### src/design/spr_pkg.sv
// Shared types and constants for the stepper position ramp.
// No dependencies.
`default_nettype none

package spr_pkg;

    typedef enum logic [1:0] {
        PA_NONE  = 2'd0,
        PA_START = 2'd1,
        PA_STOP  = 2'd2
    } t_pulse_action;

    localparam logic CFG_RATE_MAX = 1'b0;
    localparam logic CFG_RATE_MIN = 1'b1;

    localparam logic [15:0] RATE_MAX_RESET = 16'd50000;
    localparam logic [15:0] RATE_MIN_RESET = 16'd10000;
    localparam logic [15:0] RATE_NOW_RESET = 16'd300;

    // 5 * remaining distance and the ramp thresholds derived from the move length
    localparam int unsigned DIST_W = 35;

endpackage

`default_nettype wire

### src/design/stepper_position_ramp.sv
// Stepper position ramp: trapezoidal rate ramp towards a commanded position.
// Depends on spr_pkg.
// A transfer passes through the input register, then the result register, which a stall can hold.
// Throughput: one tick per cycle, resolved in a single pass between the input
// register and the result register; a stalled result holds the input back.
// Reset (synchronous, active low): rate 300, position 0, default clamps, stages empty.
`default_nettype none

module stepper_position_ramp (
    input  wire logic        i_clk,
    input  wire logic        i_rst_n,
    input  wire logic        i_in_valid,
    output logic             o_in_stall,
    input  wire logic [31:0] i_target_position,
    output logic             o_out_valid,
    input  wire logic        i_out_stall,
    output logic [31:0]      o_position,
    output logic             o_direction,
    output logic             o_running,
    output logic [15:0]      o_rate,
    output logic             o_rate_applied,
    output logic [1:0]       o_pulse_action,
    input  wire logic        i_cfg_we,
    input  wire logic        i_cfg_index,
    input  wire logic [15:0] i_cfg_data
);

    localparam int unsigned DW = spr_pkg::DIST_W;

    // configuration
    logic [15:0] r_rate_max;
    logic [15:0] r_rate_min;

    // input stage
    logic        r_in_valid;
    logic [31:0] r_in_target;

    // block state
    logic [15:0]   r_rate_now,  n_rate_now;
    logic [15:0]   r_rate_appl, n_rate_appl;
    logic [31:0]   r_pos,       n_pos;
    logic [31:0]   r_last_tgt,  n_last_tgt;
    logic          r_dir,       n_dir;
    logic          r_run,       n_run;
    logic [DW-1:0] r_rem5,      n_rem5;   // 5 * remaining distance, one step behind
    logic [DW-1:0] r_up_thr,    n_up_thr; // 3L + 5
    logic [DW-1:0] r_dn_thr,    n_dn_thr; // 2L

    // result register
    logic                  r_out_valid;
    logic [31:0]           r_out_pos;
    logic                  r_out_dir;
    logic                  r_out_run;
    logic [15:0]           r_out_rate;
    logic                  r_out_appl;
    spr_pkg::t_pulse_action r_out_action;
    logic                  n_appl;
    spr_pkg::t_pulse_action n_action;

    logic s2_fire;

    // tick decode
    logic          rate_zero;
    logic          rate_change;
    logic          new_tgt;
    logic          at_tgt;
    logic          pos_gt;
    logic [32:0]   diff_fwd;
    logic [32:0]   diff_rev;
    logic [32:0]   len;
    logic [DW-1:0] len5;
    logic [DW-1:0] len3p5;
    logic          go_up;
    logic          go_dn;
    logic          step_dir;
    logic [15:0]   rate_up;
    logic [15:0]   rate_dn;

    assign s2_fire    = r_in_valid && (!r_out_valid || !i_out_stall);
    assign o_in_stall = r_in_valid && !s2_fire;

    assign rate_zero   = (r_rate_now == 16'd0);
    assign rate_change = (r_rate_now != r_rate_appl);
    assign new_tgt     = (r_in_target != r_last_tgt);
    assign at_tgt      = (r_pos == r_in_target);
    assign pos_gt      = ($signed(r_pos) > $signed(r_in_target));
    assign diff_fwd    = {r_in_target[31], r_in_target} - {r_pos[31], r_pos};
    assign diff_rev    = {r_pos[31], r_pos} - {r_in_target[31], r_in_target};
    assign len         = pos_gt ? diff_rev : diff_fwd;
    assign len5        = {len, 2'b00} + {2'b00, len};
    assign len3p5      = {1'b0, len, 1'b0} + {2'b00, len} + DW'(5);

    // on a new target the remaining distance equals the move length, so it ramps up
    assign go_up    = new_tgt || (r_rem5 > r_up_thr);
    assign go_dn    = !new_tgt && (r_rem5 <= r_dn_thr);
    assign step_dir = new_tgt ? !pos_gt : r_dir;
    assign rate_up  = (r_rate_now < r_rate_max) ? r_rate_now + 16'd1 : r_rate_max;
    assign rate_dn  = (r_rate_now > r_rate_min) ? r_rate_now - 16'd1 : r_rate_min;

    always_comb begin
        n_rate_now  = r_rate_now;
        n_rate_appl = r_rate_appl;
        n_pos       = r_pos;
        n_last_tgt  = r_last_tgt;
        n_dir       = r_dir;
        n_run       = r_run;
        n_rem5      = r_rem5;
        n_up_thr    = r_up_thr;
        n_dn_thr    = r_dn_thr;
        n_appl      = 1'b0;
        n_action    = spr_pkg::PA_NONE;
        if (rate_zero) begin
            n_action = spr_pkg::PA_NONE;
        end else if (rate_change) begin
            n_rate_appl = r_rate_now;
            n_appl      = 1'b1;
            n_action    = r_run ? spr_pkg::PA_START : spr_pkg::PA_STOP;
        end else begin
            if (new_tgt) begin
                n_dir      = !pos_gt;
                n_run      = 1'b1;
                n_action   = spr_pkg::PA_START;
                n_last_tgt = r_in_target;
                n_rem5     = len5;
                n_up_thr   = len3p5;
                n_dn_thr   = {1'b0, len, 1'b0};
            end
            if (at_tgt) begin
                n_action   = spr_pkg::PA_STOP;
                n_rate_now = r_rate_min;
                n_run      = 1'b0;
            end else begin
                if (go_up) begin
                    n_rate_now = rate_up;
                end else if (go_dn) begin
                    n_rate_now = rate_dn;
                end
                if (!new_tgt) begin
                    n_rem5 = r_rem5 - DW'(5);
                end
                n_pos = step_dir ? r_pos + 32'd1 : r_pos - 32'd1;
            end
        end
    end

    always_ff @(posedge i_clk) begin
        if (!i_rst_n) begin
            r_rate_max   <= spr_pkg::RATE_MAX_RESET;
            r_rate_min   <= spr_pkg::RATE_MIN_RESET;
            r_in_valid   <= 1'b0;
            r_rate_now   <= spr_pkg::RATE_NOW_RESET;
            r_rate_appl  <= 16'd0;
            r_pos        <= 32'd0;
            r_last_tgt   <= 32'd0;
            r_dir        <= 1'b0;
            r_run        <= 1'b0;
            r_rem5       <= '0;
            r_up_thr     <= '0;
            r_dn_thr     <= '0;
            r_out_valid  <= 1'b0;
        end else begin
            if (i_cfg_we) begin
                if (i_cfg_index == spr_pkg::CFG_RATE_MAX) begin
                    r_rate_max <= i_cfg_data;
                end else begin
                    r_rate_min <= i_cfg_data;
                end
            end
            if (!o_in_stall) begin
                r_in_valid <= i_in_valid;
            end
            if (s2_fire) begin
                r_rate_now  <= n_rate_now;
                r_rate_appl <= n_rate_appl;
                r_pos       <= n_pos;
                r_last_tgt  <= n_last_tgt;
                r_dir       <= n_dir;
                r_run       <= n_run;
                r_rem5      <= n_rem5;
                r_up_thr    <= n_up_thr;
                r_dn_thr    <= n_dn_thr;
                r_out_valid <= 1'b1;
            end else if (!i_out_stall) begin
                r_out_valid <= 1'b0;
            end
        end
    end

    // payload registers
    always_ff @(posedge i_clk) begin
        if (!o_in_stall && i_in_valid) begin
            r_in_target <= i_target_position;
        end
        if (s2_fire) begin
            r_out_pos    <= n_pos;
            r_out_dir    <= n_dir;
            r_out_run    <= n_run;
            r_out_rate   <= n_rate_now;
            r_out_appl   <= n_appl;
            r_out_action <= n_action;
        end
    end

    assign o_out_valid    = r_out_valid;
    assign o_position     = r_out_pos;
    assign o_direction    = r_out_dir;
    assign o_running      = r_out_run;
    assign o_rate         = r_out_rate;
    assign o_rate_applied = r_out_appl;
    assign o_pulse_action = r_out_action;

    a_applied_has_action: assert property (@(posedge i_clk) disable iff (!i_rst_n)
        (o_out_valid && o_rate_applied) |-> (o_pulse_action != spr_pkg::PA_NONE))
        else $error("rate applied without a pulse action");

    a_rate_holds_idle: assert property (@(posedge i_clk) disable iff (!i_rst_n)
        !s2_fire |=> $stable(r_rate_now))
        else $error("rate changed without a tick");

    a_stop_at_target: assert property (@(posedge i_clk) disable iff (!i_rst_n)
        (s2_fire && at_tgt && !rate_zero && !rate_change)
        |=> (!r_run && r_rate_now == $past(r_rate_min)))
        else $error("stop at target did not load minimum rate");

    a_single_step: assert property (@(posedge i_clk) disable iff (!i_rst_n)
        s2_fire |=> (r_pos == $past(r_pos) || r_pos == $past(r_pos) + 32'd1 ||
                     r_pos == $past(r_pos) - 32'd1))
        else $error("position moved by more than one step");

endmodule

`default_nettype wire

### config.mk
export PLATFORM = sky130hd
export DESIGN_NAME = stepper_position_ramp
export DESIGN_NICKNAME = d
export VERILOG_FILES = /design/src/design/spr_pkg.sv /design/src/design/stepper_position_ramp.sv
export SDC_FILE = /design/constraint.sdc
export NUM_CORES = 1
export LEC_CHECK = 0
export BUFFER_PORTS_ARGS = -buffer_cell sky130_fd_sc_hd__buf_2
export CORE_MARGIN = 2
export CORE_UTILIZATION = 32
export DETAILED_ROUTE_END_ITERATION = 12
export HOLD_SLACK_MARGIN = 0.08
export PLACE_DENSITY_LB_ADDON = 0.12
export SETUP_SLACK_MARGIN = 0.4
export SYNTH_ARGS = -nofsm -noshare
export SYNTH_HDL_FRONTEND = slang
export SYNTH_SLANG_ARGS = --single-unit
### constraint.sdc
create_clock -name i_clk -period 10.6 [get_ports i_clk]
set_input_delay 1.06 -clock i_clk [delete_from_list [all_inputs] [get_ports i_clk]]
set_output_delay 1.06 -clock i_clk [all_outputs]
set_load 0.02 [all_outputs]
# After elaboration in Yosys (flattened, before gate mapping)
# Cells that the tools add are included.
word_totals:
  elab_cells: 89
  output_inout_bits: 55
  register_bits: 320
classes:
  addsub: 10
  n_reduce_logical: 18
  bitwise: 3
  muxes: 29
  eq_ne: 4
  order_cmp: 5
op_table:
  columns: ["operator", "count"]
  rows:
  - ["two-way mux 32 bit", 4]
  - ["two-way mux 16 bit", 7]
  - ["two-way mux 35 bit", 3]
  - ["subtractor 32 x 32 -> 33 bit", 2]
  - ["adder 34 x 33 -> 35 bit", 1]
  - ["adder 35 x 3 -> 35 bit (second input constant)", 1]
  - ["adder 35 x 33 -> 35 bit", 1]
  - ["> comparator 35 bit", 1]
  - ["less-or-equal comparator 35 x 34 -> 1 bit", 1]
  - ["subtractor 35 x 3 -> 35 bit (second input constant)", 1]
  - ["two-way mux 33 bit", 1]
  - ["adder 32 x 1 -> 32 bit (second input constant)", 1]
  - ["== test 32 bit", 1]
  - ["> comparator 32 bit", 1]
  - ["inequality test 32 bit", 1]
  - ["subtractor 32 x 1 -> 32 bit (second input constant)", 1]
  - ["adder 16 x 1 -> 16 bit (second input constant)", 1]
  - ["> comparator 16 bit", 1]
  - ["logical NOT 16 bit", 1]
  - ["< comparator 16 bit", 1]
  - ["inequality test 16 bit", 1]
  - ["subtractor 16 x 1 -> 16 bit (second input constant)", 1]
  - ["two-way mux 1 bit", 11]
  - ["logical NOT 1 bit", 6]
  - ["8 further kinds", 18]

# Longest topological paths before layout
logic_depth:
  depth_word: 8
  mapped_depth: 33

# Worst setup path before layout
# Ideal clock, no wire load.
synth_path:
  path_type: "register to register"
  startpoint: "register r_in_target[2]"
  endpoint: "register r_up_thr[34]"
  t_required_ps: 10460
  path_stages_with_launch: 33
  slack_ps: 4122
  arrival_time_ps: 6338
  path_buffers: 3
  path_cell_list: "edfxtp_1 > inv_1 > ha_1 > buf_4 > nand3_1 > o221ai_2 > a221oi_4 > o31ai_4 > nand4_2 > nand2_4 > buf_1 > buf_1 > mux2i_1 > xnor2_1 > inv_1 > ha_1 > inv_1 > ha_1 > a21o_1 > a21o_1 > a21o_1 > a21oi_1 > o21a_1 > o21bai_1 > a21o_1 > a31oi_1 > o21ai_0 > o221ai_1 > o21ai_0 > nand2_1 > a31oi_1 > a2111oi_0 > a2111oi_0"
synth_between:
  elab_chain_len: 4
  elab_cells_between_ends: 8
synth_lines:
  columns: ["item", "line_no", "source"]
  rows:
  - ["from (decl)", "stepper_position_ramp.sv:36", "logic [31:0] r_in_target;"]
  - ["from (signal assigned)", "stepper_position_ramp.sv:192", "r_in_target <= i_target_position;"]
  - ["subtractor 32 x 32 -> 33 bit (tied with other cells)", "stepper_position_ramp.sv:87", "assign diff_fwd = {r_in_target[31], r_in_target} - {r_pos[31], r_pos};"]
  - ["two-way mux 33 bit *", "stepper_position_ramp.sv:89", "assign len = pos_gt ? diff_rev : diff_fwd;"]
  - ["named net len[2]", "stepper_position_ramp.sv:70", "logic [32:0] len;"]
  - ["adder 34 x 33 -> 35 bit *", "stepper_position_ramp.sv:91", "assign len3p5 = {1'b0, len, 1'b0} + {2'b00, len} + DW'(5);"]
  - ["adder 35 x 3 -> 35 bit *", "stepper_position_ramp.sv:91", null]
  - ["to (signal assigned)", "stepper_position_ramp.sv:180", "r_up_thr <= n_up_thr;"]
  - ["to (decl)", "stepper_position_ramp.sv:46", "logic [DW-1:0] r_up_thr, n_up_thr;"]
# Mark *: on every way through the listed nets, which the timed path passes. The rest lies on a longest branch.
# A chain may end at the register's enable or synchronous reset.

# Final worst setup path
layout_path:
  startpoint: "register r_pos[4]"
  endpoint: "register r_up_thr[34]"
layout_between:
  elab_chain_len: 4
  elab_cells_between_ends: 6
layout_lines:
  columns: ["item", "line_no", "source"]
  rows:
  - ["from (decl)", "stepper_position_ramp.sv:41", "logic [31:0] r_pos, n_pos;"]
  - ["from (signal assigned)", "stepper_position_ramp.sv:175", "r_pos <= n_pos;"]
  - ["subtractor 32 x 32 -> 33 bit (tied with other cells)", "stepper_position_ramp.sv:87", null]
  - ["two-way mux 33 bit *", "stepper_position_ramp.sv:89", null]
  - ["named net len[12]", "stepper_position_ramp.sv:70", null]
  - ["adder 34 x 33 -> 35 bit *", "stepper_position_ramp.sv:91", null]
  - ["adder 35 x 3 -> 35 bit *", "stepper_position_ramp.sv:91", null]
# Marks and branches as above.

==> impl_metrics.py <==
metrics = {
    "setup_path": {
        "critPathLaunchType": "flip-flop",
        "cp_top_family": "compound AO/OA/AOI/OAI gates",
        "arrival_ns": 8.51,
        "critPathKind": "flip-flop to flip-flop",
        "end_kind": "flip-flop",
        "crit_fanout": 26,
        "crit_slowest_cell": "xor2_1",
        "crit_buf_inv": 0,
        "crit_required_ns": 11.07,
        "slowest_delay_ns": 0.60,
    },
    "logic_synthesis": {
        "yosys_warnings": 0,
        "synth_nets": 3544,
        "netlist_instances": 3229,
        "synth.distinct_cells": 104,
        "ys_seq_elements": 320,
        "synthArstFlopShare_pct": 0,
        "yosysSeqAreaShare_pct": 28.77,
        "syn_area_um2": 25230,
        "synth_edf_count": 85,
        "syn_avg_cell_area_um2": 7.813,
        "synthFlopType": "dfxtp_1",
    },
    "layout": {
        "fin_cells": 4311,
        "drive_above_1_share_pct": 8.718,
        "multi_input_area_um2": 16430,
        "fillerInstances": 8098,
        "final_util_pct": 36.23,
        "areaGrowthSynthToFinish_pct": 11.63,
        "register_area_um2": 7257,
        "final_nets": 3550,
    },
    "floorplanning": {
        "dieArea_um2": 81100,
        "rows": 102,
        "core_um2": 77720,
        "die_x_um": 284.8,
        "pin_count": 109,
        "die_h_um": 284.8,
        "start_util_pct": 32.46,
    },
    "grt": {
        "grt_pass1_vias": 23050,
        "grt_max_degree": 106,
        "grt.total_usage_pct": 22.81,
        "grt_pass1_wl_um": 143200,
        "antenna_found_initial": 2,
        "grt-ovfl-total": 0,
    },
    "route": {
        "route.detailed.drc": 0,
        "detail-route-antenna-nets": 0,
        "wl_um": 94840,
        "num_vias": 23770,
        "first_pass_iters": 5,
        "drt_iter0_markers": 2017,
        "avgRoutedWirePerCell_um": 22.00,
        "viasPerCell": 5.514,
    },
    "power": {
        "peakVddDrop_mv": 0.09880,
        "leakage_nw": 11.41,
        "powerDensity_nw_per_um2": 141.1,
        "total_power_mw": 3.974,
    },
    "sta": {
        "skew_ns": 0.02003,
        "hold_viol": 0,
        "worst_pin_slew_ns": 1.141,
        "setup_violations": 0,
        "timing.fmax_mhz": 124.5,
        "tns_ns": 0,
        "drv_slew": 0,
        "fin_crit_ns": 8.033,
        "timing.slew.headroom_pct": 23.69,
        "rsz0062_at_grt": "false",
        "post-route-period-util_pct": 75.78,
    },
    "clock_tree": {
        "clockBufferDepth": 3,
        "clkSlewWorstSetupHoldPaths_ns": 0.06,
        "cts_hold_buf": 0,
        "cts_tree": "yes",
        "cts_buffers": 43,
        "clock-root-buffer": "clkbuf_16",
        "cts_resized": 0,
        "clock-sinks": 320,
        "htree_num_levels": 2,
        "insertion_delay_ns": 0.60,
        "post_cts_buffers": 0,
    },
    "worst_hold_path": {
        "hold_class": "flip-flop to flip-flop",
    },
    "run": {
        "cap_violations": 0,
    },
    "placed_design": {
        "placed_cells": 4230,
        "dpl.hpwl_um": 72290,
        "gp_congestion": 0.9807,
        "io_buffers": 108,
    },
    "outcome": {
        "status": "completed",
    },
}
sequential cells by signal, summed over array words and instances, names as in the netlist, named ones only:
| signal | cells |
|---|---|
| o_direction | 1 |
| o_out_valid | 1 |
| o_position | 32 |
| o_pulse_action | 2 |
| o_rate | 16 |
| o_rate_applied | 1 |
| o_running | 1 |
| r_dir | 1 |
| r_dn_thr | 33 |
| r_in_target | 32 |
| r_in_valid | 1 |
| r_last_tgt | 32 |
| r_pos | 32 |
| r_rate_appl | 16 |
| r_rate_max | 16 |
| r_rate_min | 16 |
| r_rate_now | 16 |
| r_rem5 | 34 |
| r_run | 1 |
| r_up_thr | 35 |
area by class of cell:
| type | count | share of cell area (%) |
|---|---|---|
| Sequential cell | 320 | 25.77 |
| Inverter | 231 | 3.097 |
| Antenna cell | 2 | 0.01777 |
| Tap cell | 1040 | 4.621 |
| Timing Repair Buffer | 146 | 2.932 |
| Multi-Input combinational cell | 2493 | 58.36 |
| Clock inverter | 15 | 0.7064 |
| Clock buffer | 64 | 4.501 |
power by group:
part | internal (mW) | switching (mW)
clock | 0.925 | 0.608
combinational | 0.423 | 0.712
sequential | 1.28 | 0.0260
synth_stat cells, drive strengths merged (29+ instances only):
master	number	area share (%)
nand2	437	6.5
a21oi	357	7.1
ha	258	13
dfxtp	235	19
inv	228	3.4
nor2	214	3.2
o21ai	172	3.4
clkbuf	145	2.2
xnor2	115	4.1
a21o	87	2.6
edfxtp	85	10
xor2	80	2.8
nand3	69	1.4
nand4	66	1.7
nor3	54	1.1
a211oi	51	1.5
nor4	43	1.2
buf	40	0.77
o211ai	35	1.0
o21bai	33	0.98
a31oi	32	0.88
mux2i	32	1.3
nor2b	30	0.74
or3	29	0.77
worst paths after layout:
check	slack (ns)	startpoint	to	cells after the start
min reg2reg	0.45	r_up_thr[3]	r_up_thr[3]	2
max reg2reg	2.57	r_pos[4]	r_up_thr[34]	26
max	2.57	r_pos[4]	r_up_thr[34]	26
min	0.45	r_up_thr[3]	r_up_thr[3]	2
per-stage QoR:
step | instance area, µm² | hold WS (ns) | worst slack [ns]
global placement | 26690 | 0.4456 | 2.772
global route | 28160 | 0.4631 | 2.114
CTS | 28160 | 0.4527 | 2.676
detailed placement | 26690 | 0.4456 | 2.700
floorplan | 25230 | 0.4319 | 4.122
finish | 28160 | 0.4505 | 2.567
placed cells by master (no fill, tap or decap), types with 69 or more instances in the layout:
master | synthesis | layout
nand2_1 | 435 | 434
a21oi_1 | 355 | 355
ha_1 | 258 | 258
dfxtp_1 | 235 | 235
inv_1 | 222 | 221
nor2_1 | 211 | 209
o21ai_0 | 162 | 162
xnor2_1 | 113 | 113
buf_2 | 24 | 108
a21o_1 | 87 | 87
edfxtp_1 | 85 | 85
xor2_1 | 80 | 80
nand3_1 | 69 | 69
logic make-up (layout without fill, tap and decap cells):
group           Yosys count  after routing  synth area share (%)
flops                   320            320                 28.77
fa+ha+maj               265            265                 13.19
simple gates           1050           1050                 19.66
xor+xnor                195            195                 6.829
buf+inv                 416            456                 6.373
compound gates          942            942                 23.49
other cells               0              2                     0
mux                      41             41                 1.686
layer usage:
layer | wire (µm) | global-route usage, %
met4 | 4721 | 10.32
met5 | 13 | 0
met1 | 43660 | 30.70
met3 | 4428 | 2.568
met2 | 42020 | 36.68
worst min-delay path: cells and delay by family (launching register included):
kind | cells | cell delay, ns
compound gates | 1 | 0.05
flops | 1 | 0.30
simple gates | 1 | 0.05
Note: power is estimated with default switching activity, not from simulation.
